$ cat src/rtl/tnsc_pkg.sv
// ----------------------------------------------------------------------------
// tnsc_pkg
// Shared types and constants of the three-register nibble stream cipher.
// ----------------------------------------------------------------------------
`timescale 1ns / 1ps
`default_nettype none

package tnsc_pkg;

  localparam int MAX_REPEAT = 15;
  localparam int CNT_W      = $clog2(MAX_REPEAT + 1);

  localparam int LEFT_W   = 35;
  localparam int MIDDLE_W = 49;
  localparam int RIGHT_W  = 25;

  localparam int APB_ADDR_W = 3;
  localparam int APB_DATA_W = 32;

  localparam logic REG_FEEDBACK = 1'b0;

  typedef enum logic [2:0] {
    ACT_CLEAR   = 3'd0,
    ACT_SHIFT   = 3'd1,
    ACT_SECURE  = 3'd2,
    ACT_ENCRYPT = 3'd3,
    ACT_DECRYPT = 3'd4
  } action_e;

  typedef enum logic [1:0] {
    IN_ZERO = 2'd0,
    IN_DATA = 2'd1,
    IN_RES  = 2'd2
  } in_sel_e;

  typedef enum logic [1:0] {
    OUT_KS  = 2'd0,
    OUT_SEC = 2'd1,
    OUT_RES = 2'd2
  } out_sel_e;

  typedef struct packed {
    logic     load;
    logic     clear;
    logic     round;
    logic     fb;
    in_sel_e  in_sel;
    logic     cap_hi;
    out_sel_e out_sel;
    logic     load_out;
  } tnsc_cmd_t;

endpackage

`default_nettype wire

$ cat src/rtl/tnsc_dp.sv
// ----------------------------------------------------------------------------
// tnsc_dp
// Cipher datapath: left, middle and right registers, nibble history, one
// round per cycle, operand and result registers.
// ----------------------------------------------------------------------------
`timescale 1ns / 1ps
`default_nettype none

module tnsc_dp
  import tnsc_pkg::*;
(
  input  wire logic       clk_i,
  input  wire logic       rst_ni,
  input  wire tnsc_cmd_t  cmd_i,
  input  wire logic [7:0] data_byte_i,
  output logic      [7:0] result_byte_o
);

  logic [LEFT_W-1:0]   left_q, left_d, left_x;
  logic [MIDDLE_W-1:0] mid_q, mid_d, mid_x;
  logic [RIGHT_W-1:0]  right_q, right_d, right_x;
  logic [3:0]          older_q, older_d, newer_q, newer_d;
  logic [7:0]          data_q, res_q, res_d, out_q, out_d;
  logic [7:0]          ks, a;
  logic [4:0]          l3, l6, lx, r16, r18, rx;
  logic [6:0]          m12, m13, mx;
  logic [5:0]          l_sum, r_sum;
  logic [7:0]          m_sum;
  logic [3:0]          out_l, out_r, sel, nib;

  assign ks = {older_q, newer_q};

  always_comb begin
    case (cmd_i.in_sel)
      IN_DATA: a = data_q;
      IN_RES:  a = res_q;
      default: a = 8'h00;
    endcase
    if (cmd_i.fb) begin
      a = a ^ ks;
    end

    left_x  = left_q ^ {10'b0, a[4:0], 20'b0};
    mid_x   = mid_q ^ {28'b0, a[3:0], a[7:5], 14'b0};
    right_x = right_q ^ {5'b0, a[7:3], 15'b0};

    l3    = left_x[19:15];
    l6    = left_x[4:0];
    l_sum = {1'b0, l3} + {1'b0, l6[3:0], l6[4]};
    lx    = (l_sum > 6'd31) ? 5'(l_sum - 6'd31) : l_sum[4:0];

    m12   = mid_x[13:7];
    m13   = mid_x[6:0];
    m_sum = {1'b0, m12} + {1'b0, m13[5:0], m13[6]};
    mx    = (m_sum > 8'd127) ? 7'(m_sum - 8'd127) : m_sum[6:0];

    r16   = right_x[14:10];
    r18   = right_x[4:0];
    r_sum = {1'b0, r18} + {1'b0, r16};
    rx    = (r_sum > 6'd31) ? 5'(r_sum - 6'd31) : r_sum[4:0];

    out_l = lx[3:0] ^ l3[3:0];
    out_r = rx[3:0] ^ r16[3:0];
    sel   = mx[3:0];
    nib   = (out_l & ~sel) | (out_r & sel);
  end

  always_comb begin
    left_d  = left_q;
    mid_d   = mid_q;
    right_d = right_q;
    older_d = older_q;
    newer_d = newer_q;
    if (cmd_i.clear) begin
      left_d  = '0;
      mid_d   = '0;
      right_d = '0;
      older_d = '0;
      newer_d = '0;
    end else if (cmd_i.round) begin
      left_d  = {lx, left_x[LEFT_W-1:5]};
      mid_d   = {mx, mid_x[MIDDLE_W-1:7]};
      right_d = {rx, right_x[RIGHT_W-1:5]};
      older_d = newer_q;
      newer_d = nib;
    end
  end

  always_comb begin
    res_d = res_q;
    if (cmd_i.load) begin
      res_d = data_byte_i ^ ks;
    end else if (cmd_i.cap_hi) begin
      res_d = {nib, res_q[3:0]};
    end
    case (cmd_i.out_sel)
      OUT_SEC: out_d = {res_q[7:4], newer_q};
      OUT_RES: out_d = res_q;
      default: out_d = ks;
    endcase
  end

  always_ff @(posedge clk_i or negedge rst_ni) begin
    if (!rst_ni) begin
      left_q  <= '0;
      mid_q   <= '0;
      right_q <= '0;
      older_q <= '0;
      newer_q <= '0;
    end else begin
      left_q  <= left_d;
      mid_q   <= mid_d;
      right_q <= right_d;
      older_q <= older_d;
      newer_q <= newer_d;
    end
  end

  always_ff @(posedge clk_i) begin
    if (cmd_i.load) begin
      data_q <= data_byte_i;
    end
    res_q <= res_d;
    if (cmd_i.load_out) begin
      out_q <= out_d;
    end
  end

  assign result_byte_o = out_q;

endmodule

`default_nettype wire

$ cat src/rtl/tnsc_ctrl.sv
// ----------------------------------------------------------------------------
// tnsc_ctrl
// Sequencer: decodes the action, counts rounds and hands the result word
// to the output register.
// ----------------------------------------------------------------------------
`timescale 1ns / 1ps
`default_nettype none

module tnsc_ctrl
  import tnsc_pkg::*;
(
  input  wire logic       clk_i,
  input  wire logic       rst_ni,
  input  wire logic       in_valid_i,
  output logic            in_stall_o,
  input  wire logic [2:0] action_i,
  input  wire logic [3:0] repeat_count_i,
  input  wire logic       feedback_enable_i,
  output logic            out_valid_o,
  input  wire logic       out_stall_i,
  output tnsc_cmd_t       cmd_o
);

  typedef enum logic [2:0] {
    ST_IDLE = 3'b001,
    ST_RUN  = 3'b010,
    ST_DONE = 3'b100
  } state_e;

  typedef enum logic [1:0] {
    MODE_SHIFT = 2'd0,
    MODE_SEC   = 2'd1,
    MODE_CIPH  = 2'd2
  } mode_e;

  state_e           state_q, state_d;
  mode_e            mode_q, mode_d;
  logic [CNT_W-1:0] idx_q, idx_d, last_q, last_d, count_sat;
  logic             fb_q, fb_d, dec_q, dec_d, out_valid_q, out_valid_d;

  assign count_sat = (CNT_W'(repeat_count_i) > CNT_W'(MAX_REPEAT)) ?
                     CNT_W'(MAX_REPEAT) : CNT_W'(repeat_count_i);

  always_comb begin
    state_d     = state_q;
    mode_d      = mode_q;
    idx_d       = idx_q;
    last_d      = last_q;
    fb_d        = fb_q;
    dec_d       = dec_q;
    cmd_o       = '0;
    in_stall_o  = 1'b1;
    unique case (state_q)
      ST_IDLE: begin
        in_stall_o = 1'b0;
        if (in_valid_i) begin
          cmd_o.load = 1'b1;
          idx_d      = '0;
          mode_d     = MODE_SHIFT;
          state_d    = ST_DONE;
          unique case (action_i)
            ACT_CLEAR: begin
              cmd_o.clear = 1'b1;
            end
            ACT_SHIFT: begin
              fb_d = feedback_enable_i;
              if (count_sat != '0) begin
                last_d  = count_sat - CNT_W'(1);
                state_d = ST_RUN;
              end
            end
            ACT_SECURE: begin
              fb_d    = 1'b0;
              mode_d  = MODE_SEC;
              last_d  = CNT_W'(3);
              state_d = ST_RUN;
            end
            ACT_ENCRYPT, ACT_DECRYPT: begin
              fb_d    = 1'b1;
              dec_d   = (action_i == ACT_DECRYPT);
              mode_d  = MODE_CIPH;
              last_d  = CNT_W'(5);
              state_d = ST_RUN;
            end
            default: begin
            end
          endcase
        end
      end
      ST_RUN: begin
        cmd_o.round = 1'b1;
        cmd_o.fb    = fb_q;
        case (mode_q)
          MODE_SHIFT: cmd_o.in_sel = IN_DATA;
          MODE_CIPH: begin
            if (idx_q == '0) begin
              cmd_o.in_sel = dec_q ? IN_RES : IN_DATA;
            end else begin
              cmd_o.in_sel = IN_ZERO;
            end
          end
          default: cmd_o.in_sel = IN_ZERO;
        endcase
        cmd_o.cap_hi = (mode_q == MODE_SEC) && (idx_q == CNT_W'(1));
        idx_d        = idx_q + CNT_W'(1);
        if (idx_q == last_q) begin
          state_d = ST_DONE;
        end
      end
      ST_DONE: begin
        case (mode_q)
          MODE_SEC:  cmd_o.out_sel = OUT_SEC;
          MODE_CIPH: cmd_o.out_sel = OUT_RES;
          default:   cmd_o.out_sel = OUT_KS;
        endcase
        if (!out_valid_q || !out_stall_i) begin
          cmd_o.load_out = 1'b1;
          state_d        = ST_IDLE;
        end
      end
      default: state_d = ST_IDLE;
    endcase
  end

  always_comb begin
    out_valid_d = out_valid_q;
    if (cmd_o.load_out) begin
      out_valid_d = 1'b1;
    end else if (!out_stall_i) begin
      out_valid_d = 1'b0;
    end
  end

  always_ff @(posedge clk_i or negedge rst_ni) begin
    if (!rst_ni) begin
      state_q     <= ST_IDLE;
      mode_q      <= MODE_SHIFT;
      idx_q       <= '0;
      last_q      <= '0;
      fb_q        <= 1'b0;
      dec_q       <= 1'b0;
      out_valid_q <= 1'b0;
    end else begin
      state_q     <= state_d;
      mode_q      <= mode_d;
      idx_q       <= idx_d;
      last_q      <= last_d;
      fb_q        <= fb_d;
      dec_q       <= dec_d;
      out_valid_q <= out_valid_d;
    end
  end

  assign out_valid_o = out_valid_q;

endmodule

`default_nettype wire

$ cat src/rtl/three_register_nibble_stream_cipher.sv
// ----------------------------------------------------------------------------
// three_register_nibble_stream_cipher
// Nibble stream cipher core with three end-around-add shift registers.
//
// Input channel (in_valid_i / in_stall_o) takes one word: action, data byte
// and repeat count. Output channel (out_valid_o / out_stall_i) returns one
// result byte per input word, in order.
// The core runs one cipher round per cycle in a shared round unit. The round
// count is 0 for clear and unknown actions, the saturated repeat count for
// shift, 4 for a secure keystream byte and 6 for encrypt or decrypt. The next
// word is taken once the result is in the output register.
// A result held by a stalled receiver does not block the next word; only
// a second finished result waits for the output register to free up.
// Reset clears all cipher state and sets feedback_enable (APB register 0)
// to 1. Write it only while the core is idle.
// ----------------------------------------------------------------------------
`timescale 1ns / 1ps
`default_nettype none

module three_register_nibble_stream_cipher
  import tnsc_pkg::*;
(
  input  wire logic                  clk_i,
  input  wire logic                  rst_ni,
  input  wire logic                  in_valid_i,
  output logic                       in_stall_o,
  input  wire logic [2:0]            action_i,
  input  wire logic [7:0]            data_byte_i,
  input  wire logic [3:0]            repeat_count_i,
  output logic                       out_valid_o,
  input  wire logic                  out_stall_i,
  output logic      [7:0]            result_byte_o,
  input  wire logic                  psel,
  input  wire logic                  penable,
  input  wire logic                  pwrite,
  input  wire logic [APB_ADDR_W-1:0] paddr,
  input  wire logic [APB_DATA_W-1:0] pwdata,
  output logic      [APB_DATA_W-1:0] prdata,
  output logic                       pready
);

  tnsc_cmd_t cmd;
  logic      fb_en_q, fb_en_d;
  logic      reg_idx;

  assign pready  = 1'b1;
  assign reg_idx = paddr[APB_ADDR_W-1];

  always_comb begin
    fb_en_d = fb_en_q;
    if (psel && penable && pwrite && (reg_idx == REG_FEEDBACK)) begin
      fb_en_d = pwdata[0];
    end
    prdata = '0;
    if (reg_idx == REG_FEEDBACK) begin
      prdata = {{(APB_DATA_W-1){1'b0}}, fb_en_q};
    end
  end

  always_ff @(posedge clk_i or negedge rst_ni) begin
    if (!rst_ni) begin
      fb_en_q <= 1'b1;
    end else begin
      fb_en_q <= fb_en_d;
    end
  end

  tnsc_ctrl u_ctrl (
    .clk_i             (clk_i),
    .rst_ni            (rst_ni),
    .in_valid_i        (in_valid_i),
    .in_stall_o        (in_stall_o),
    .action_i          (action_i),
    .repeat_count_i    (repeat_count_i),
    .feedback_enable_i (fb_en_q),
    .out_valid_o       (out_valid_o),
    .out_stall_i       (out_stall_i),
    .cmd_o             (cmd)
  );

  tnsc_dp u_dp (
    .clk_i         (clk_i),
    .rst_ni        (rst_ni),
    .cmd_i         (cmd),
    .data_byte_i   (data_byte_i),
    .result_byte_o (result_byte_o)
  );

  // one word in flight at a time
  a_busy_after_accept: assert property (@(posedge clk_i) disable iff (!rst_ni)
    (in_valid_i && !in_stall_o) |=> in_stall_o)
    else $error("word accepted while previous word in progress");

  // output register never overwritten while its word waits
  a_no_overwrite: assert property (@(posedge clk_i) disable iff (!rst_ni)
    cmd.load_out |-> !(out_valid_o && out_stall_i))
    else $error("output register overwritten while stalled");

  // rounds only run while input is closed
  a_round_busy: assert property (@(posedge clk_i) disable iff (!rst_ni)
    cmd.round |-> (in_stall_o && !cmd.load && !cmd.clear))
    else $error("round issued while accepting a word");

endmodule

`default_nettype wire

$ cat config.mk
export PLATFORM = sky130hd
export DESIGN_NAME = three_register_nibble_stream_cipher
export DESIGN_NICKNAME = d
export VERILOG_FILES = /design/src/rtl/tnsc_pkg.sv /design/src/rtl/tnsc_dp.sv /design/src/rtl/tnsc_ctrl.sv /design/src/rtl/three_register_nibble_stream_cipher.sv
export SDC_FILE = /design/constraint.sdc
export NUM_CORES = 1
export LEC_CHECK = 0
export BUFFER_PORTS_ARGS = -buffer_cell sky130_fd_sc_hd__buf_2
export CORE_UTILIZATION = 40
export DETAILED_ROUTE_END_ITERATION = 8
export SLEW_MARGIN = 20
export SYNTH_ARGS = -nofsm -noshare
export SYNTH_HDL_FRONTEND = slang
export SYNTH_SLANG_ARGS = --single-unit
$ cat constraint.sdc
create_clock -name clk_i -period 3.5 [get_ports clk_i]
set_clock_uncertainty 0.05 [all_clocks]
set_input_delay 0.7 -clock clk_i [delete_from_list [all_inputs] [get_ports clk_i]]
set_output_delay 0.7 -clock clk_i [all_outputs]
set_load 0.005 [all_outputs]
==> flow_summary.yaml, run 1 <==
layout:
  antenna_cells: 0
  finalNonFillerCells: 1038
  final_design_area_no_fill_mm2: 0.00901
  multiInputGateArea_mm2: 0.00368
  layout-drive-gt1-share_pct: 12.2
  nNetsFinal: 848
  fin_util_pct: 46.0
  final_common_cell: "dfrtp_1"
  area_growth_pct: 11.6
  fillers: 1804
  mostFrequentLayoutCells: "132 x dfrtp_1, 85 x a22o_1, 73 x nand2_1, 57 x o21ai_0, 41 x xor2_1"
  final-seq-area_mm2: 0.00408
floorplanning:
  dieWidth_um: 144
  start_util_pct: 41.2
  coreArea_mm2: 0.0196
  die_area_mm2: 0.0207
  ios: 100
  die_h_um: 144
  num_rows: 51
clocking:
  postCtsSetupBuffers: 0
  htreeDepth: 4
  cts_tree: "done"
  ctsRootBufferMaster: "clkbuf_16"
  cts_max_path_buffers: 2
  clk_pin_slew_worst_paths_ps: 70
  ctsResizeCount: 0
  cts.sinks: 158
  insertion_delay_ps: 430
  cts_hold_buf: 0
  cts_made_buffers: 17
route:
  drc: 0
  vias: 5611
  first_pass_iters: 5
  drtAntennaViolNets: 0
  drtIter0Drc: 361
  wl_um: 17100
  wire_per_inst_um: 16.5
  viasPerCell: 5.41
yosys:
  synthArstFlopShare_pct: 84.8
  ys_types: 63
  synth_area_per_cell_um2: 11.0
  yosys_warnings: 0
  ys_seq_elements: 158
  synth_edf_count: 24
  ys_seq_area_share_pct: 50.5
  synth_flop_cell: "dfrtp_1"
  synthCells: 735
  syn_area_mm2: 0.00807
power_and_ir_drop:
  power_density_mw_per_mm2: 836
  power_leakage_nw: 4.13
  irDropWorstVdd_mv: 0.386
timing:
  fin_hold_ws_ps: 211
  setup_viol: 0
  worst_slew_pin_slew_ps: 957
  finalMaxSlewViolations: 0
  max_slew_margin_pct: 36.2
  period_minus_slack_ps: 3210
  hold_violations: 0
  grt_setup_unrepaired: "false"
  finalCritPeriodShare_pct: 91.8
  setup_tns_ps: 0
  max_clock_freq_mhz: 311
global_routing:
  first_global_vias: 5528
  grt-ovfl-total: 0
  antenna_found_initial: 0
  gr-usage-all-layers_pct: 17.9
  grt_max_degree: 118
  grt_pass1_wl_um: 28300
critical_path:
  arrival_ps: 3460
  end_kind: "flip-flop"
  crit_type: "reg2reg"
  critPathRequiredTime_ps: 3740
  ff2ff_path_depth: 12
  startpoint_type: "flip-flop"
  critPathMaxFanout: 8
placement:
  place.gp.congestion: 0.838
  hpwl_um: 11300
  placed_cell_area_mm2: 0.00842
  io_buffers: 34
  dp_cells: 1006
run_status:
  outcome: "finished clean"
worst_hold_path:
  hold_path_class: "in2async"
run:
  cap_violations: 0
-- per-stage QoR --
step	total power [mW]	setup WS (ps)
floorplan	5.01	554
global placement	5.61	348
detailed placement	5.72	289
CTS	7.59	282
global route	8.06	7.55
finish	7.53	285
-- power by group --
group          switching (mW)  internal (mW)
Clock                   0.783           1.04
Sequential              0.519           2.57
Combinational            1.40           1.21
Total                    2.70           4.82
-- final cells by class --
cell class | count | area share [%]
flip-flops and latches | 158 | 45.3
multi-input cells | 525 | 40.9
clock buffers | 19 | 5.04
well taps | 265 | 3.68
repair buffers | 45 | 3.15
clock inverters | 13 | 1.42
inverters | 13 | 0.542
-- per-layer routing --
metal	vias up	global-route usage (%)	wire length, um
met4	0	5.88	165
met2	110	28.0	7980
li1	2680	-	-
met5	-	0	0
met1	2811	24.5	8320
met3	10	4.11	619
-- worst max-delay path, cell delays in order, from the launching register on --
cell	delay, ps
dfrtp_1	450
nor2b_1	200
nand2b_1	120
nor3_1	300
nand2_1	100
o22a_1	190
or2_2	280
ha_1	320
a22oi_1	230
nor2_1	80
xor2_1	490
xor2_1	180
o21ai_0	90
-- sequential cells by signal, summed over array words and instances, names as in the netlist, 8 cells and up --
name                flops
u_dp.mid_q             49
u_dp.left_q            35
u_dp.right_q           25
u_dp.data_q             8
u_dp.res_q              8
u_dp.result_byte_o      8
-- cells by family (layout without fill, tap and decap cells) --
kind of cell	count (synthesis)	after routing	share of synthesized area, %
AOI/OAI and AO/OA	229	229	20.8
and+or+nand+nor	166	166	10.0
DFF	158	158	50.5
buffers and inverters	82	90	5.37
xor gates and xnor gates	61	61	7.35
adders and majority gates	31	31	5.09
muxes	6	6	0.775
other	2	32	0.0931
-- cells in the mapped netlist (2+ instances only) --
cell type	n	area share, %
dfrtp_1	132	41
a22o_1	85	9.2
nand2_1	73	3.4
o21ai_0	57	3.5
xor2_1	41	4.5
buf_4	32	3.0
ha_1	28	4.3
nor2_1	28	1.3
clkbuf_1	25	1.2
edfxtp_1	24	8.9
a21oi_1	20	1.2
xnor2_1	16	1.7
inv_1	13	0.60
a21o_1	12	1.1
a22oi_1	11	1.0
nand3_1	11	0.68
nor3_1	10	0.62
buf_1	8	0.37
o31ai_1	7	0.65
and3_1	6	0.47
nand2b_1	6	0.47
nor2b_1	6	0.47
o211ai_1	6	0.56
a211oi_1	5	0.47
nand4b_1	5	0.54
buf_2	4	0.25
mux2i_1	4	0.50
o2111ai_1	4	0.43
a21boi_0	3	0.28
a31oi_1	3	0.23
fa_1	3	0.74
nand4_1	3	0.23
nor3b_1	3	0.28
or2_2	3	0.23
xor3_1	3	0.88
a21oi_2	2	0.22
a221o_1	2	0.25
conb_1	2	0.093
dfstp_2	2	0.65
mux2_2	2	0.28
nand3b_1	2	0.19
or3_1	2	0.16
-- final timing paths --
path	from	to	slack, ps
worst max-delay path	u_ctrl.state_q[1]$_DFFE_PN0P_	u_dp.left_q[16]$_DFFE_PN0P_	290
worst min-delay path	rst_ni	u_dp.newer_q[2]$_DFFE_PN0P_	210
worst max register to register	u_ctrl.state_q[1]$_DFFE_PN0P_	u_dp.left_q[16]$_DFFE_PN0P_	290
worst min register to register	u_dp.left_q[33]$_DFFE_PN0P_	u_dp.left_q[33]$_DFFE_PN0P_	430
max in group asynchronous	rst_ni	u_dp.mid_q[42]$_DFFE_PN0P_	2380
min in group clk_i	data_byte_i[0]	u_dp.data_q[0]$_DFFE_PP_	420
(Power assumes the default switching activity.)
==> inputs of run 2 (changes only) <==
- CELL_PAD_IN_SITES_DETAIL_PLACEMENT: unset -> 2
- CELL_PAD_IN_SITES_GLOBAL_PLACEMENT: unset -> 2
- CORE_UTILIZATION: 40 -> 38
- CTS_BUF_LIST: unset -> sky130_fd_sc_hd__clkbuf_16
- PLACE_DENSITY_LB_ADDON: unset -> 0.1
==> run 2 against run 1 <==
  * Highest routed layer unchanged
  * Power is 5.0% higher
  * Final cell count is 1.1% higher
  * Routed wire length is 28% higher
  * Critical path depth stayed put
  * Die area is 5.2% higher
  * Critical path type unchanged
  * Sequential power hardly changed
  * Core utilization is 1.7 points lower
  * Design area is 0.79% higher
==> flow_summary.yaml, run 2 (synthesis gave the netlist of run 1 again) <==
critical_path:
  critPathRequiredTime_ps: 3750
  arrival_ps: 3530
  startpoint_type: "flip-flop"
  critPathMaxFanout: 8
  end_kind: "flip-flop"
  crit_type: "reg2reg"
placement:
  io_buffers: 34
  place.gp.congestion: 0.784
  hpwl_um: 14700
  pre_cts_slack_ps: 225
route:
  wl_um: 21900
  drtAntennaViolNets: 0
  viasPerCell: 5.57
  wire_per_inst_um: 20.9
  vias: 5840
  drtIter0Drc: 271
  drc: 0
  first_pass_iters: 6
clocking:
  postCtsSetupBuffers: 0
  cts_hold_buf: 0
  htreeDepth: 4
  clk_pin_slew_worst_paths_ps: 70
  ctsResizeCount: 0
  cts_tree: "done"
  cts_made_buffers: 17
  cts.sinks: 158
  ctsRootBufferMaster: "clkbuf_16"
  cts_max_path_buffers: 2
  insertion_delay_ps: 430
timing:
  max_clock_freq_mhz: 304
  max_slew_margin_pct: 28.1
  worst_slew_pin_slew_ps: 1080
  finalWorstSetupSlack_ps: 215
  hold_violations: 0
  setup_tns_ps: 0
  finalMaxSlewViolations: 0
  grt_setup_unrepaired: "false"
  period_minus_slack_ps: 3290
  setup_viol: 0
  finalCritPeriodShare_pct: 93.9
layout:
  layout-drive-gt1-share_pct: 12.7
  fillers: 2133
  regMostFlops: "u_dp.mid_q"
  area_growth_pct: 12.5
  final_common_cell: "dfrtp_1"
  mostFrequentLayoutCells: "132 x dfrtp_1, 85 x a22o_1, 73 x nand2_1, 57 x o21ai_0, 41 x xor2_1"
  antenna_cells: 0
  largestRegisters: "u_dp.mid_q x49, u_dp.left_q x35, u_dp.right_q x25"
  nNetsFinal: 854
  largest_register_ffs: 49
floorplanning:
  ios: 100
  start_util_pct: 39.4
  dieWidth_um: 148
  die_area_mm2: 0.0218
  coreArea_mm2: 0.0205
  die_h_um: 148
  num_rows: 52
global_routing:
  grt_max_degree: 101
  antenna_found_initial: 0
  grt_pass1_wl_um: 36000
  grt-ovfl-total: 0
  first_global_vias: 6585
  gr-usage-all-layers_pct: 21.3
power_and_ir_drop:
  power_leakage_nw: 4.18
  power_density_mw_per_mm2: 871
  irDropWorstVdd_mv: 0.447
run:
  cap_violations: 0
run_status:
  outcome: "finished clean"
worst_hold_path:
  hold_path_class: "in2async"
==> run 2: layer usage <==
metal / track usage [%] / part of all wire [%] / vias up / wire (um)
li1: - / - / 2676 / -
met1: 26.6 / 44 / 3078 / 9700
met2: 37.6 / 52 / 66 / 11500
met3: 3.46 / 1.9 / 20 / 427
met4: 6.91 / 1.4 / 0 / 297
met5: 0 / 0 / - / 0
==> run 2: area by class of cell <==
type                       instances  area (um2)  area share, %
clock buffer                      18         450           4.96
clock inverter                    14         164           1.81
inverter                          13        48.8          0.538
multi-input combinational        525        3680           40.6
sequential                       158        4080           44.9
tap                              270         338           3.72
timing repair buffer              51         317           3.49
==> run 2: worst paths after layout <==
path	slack, ps	from	cells past startpoint	end
max reg2reg	210	u_ctrl.state_q[1]$_DFFE_PN0P_	12	u_dp.mid_q[8]$_DFFE_PN0P_
max in group asynchronous	2180	rst_ni	2	u_ctrl.state_q[0]$_DFFE_PN1P_
min reg2reg	440	u_dp.mid_q[45]$_DFFE_PN0P_	1	u_dp.mid_q[45]$_DFFE_PN0P_
max	210	u_ctrl.state_q[1]$_DFFE_PN0P_	12	u_dp.mid_q[8]$_DFFE_PN0P_
min	300	rst_ni	1	u_dp.right_q[9]$_DFFE_PN0P_
min in group clk_i	420	data_byte_i[1]	1	u_dp.data_q[1]$_DFFE_PP_
==> run 2: power breakdown <==
| part | internal (mW) | switching [mW] |
|---|---|---|
| registers | 2.57 | 0.538 |
| clock network | 1.17 | 0.809 |
| logic | 1.24 | 1.57 |
| total | 4.99 | 2.92 |
==> run 2: worst max-delay path: stages, from the launching register on <==
cell and delay, ps:
dfrtp_1 470, nor2b_1 220, nand2b_1 110, nor3_1 280, nand2_1 90, o22a_1 200
or2_2 280, ha_1 340, a22oi_1 270, nor2_1 90, xor2_1 310, xor2_1 310
o21ai_0 120
==> run 2: through the flow <==
step	area (um2)	hold slack [ps]	instances	total power [mW]	util, %
floorplan	8180	354	765	5.01	-
global placement	8460	410	1017	5.72	41.3
detailed placement	8460	427	1017	5.93	41.3
CTS	9080	356	1049	7.99	44.3
global route	9080	359	1049	8.40	44.3
finish	9080	299	1049	7.91	44.3
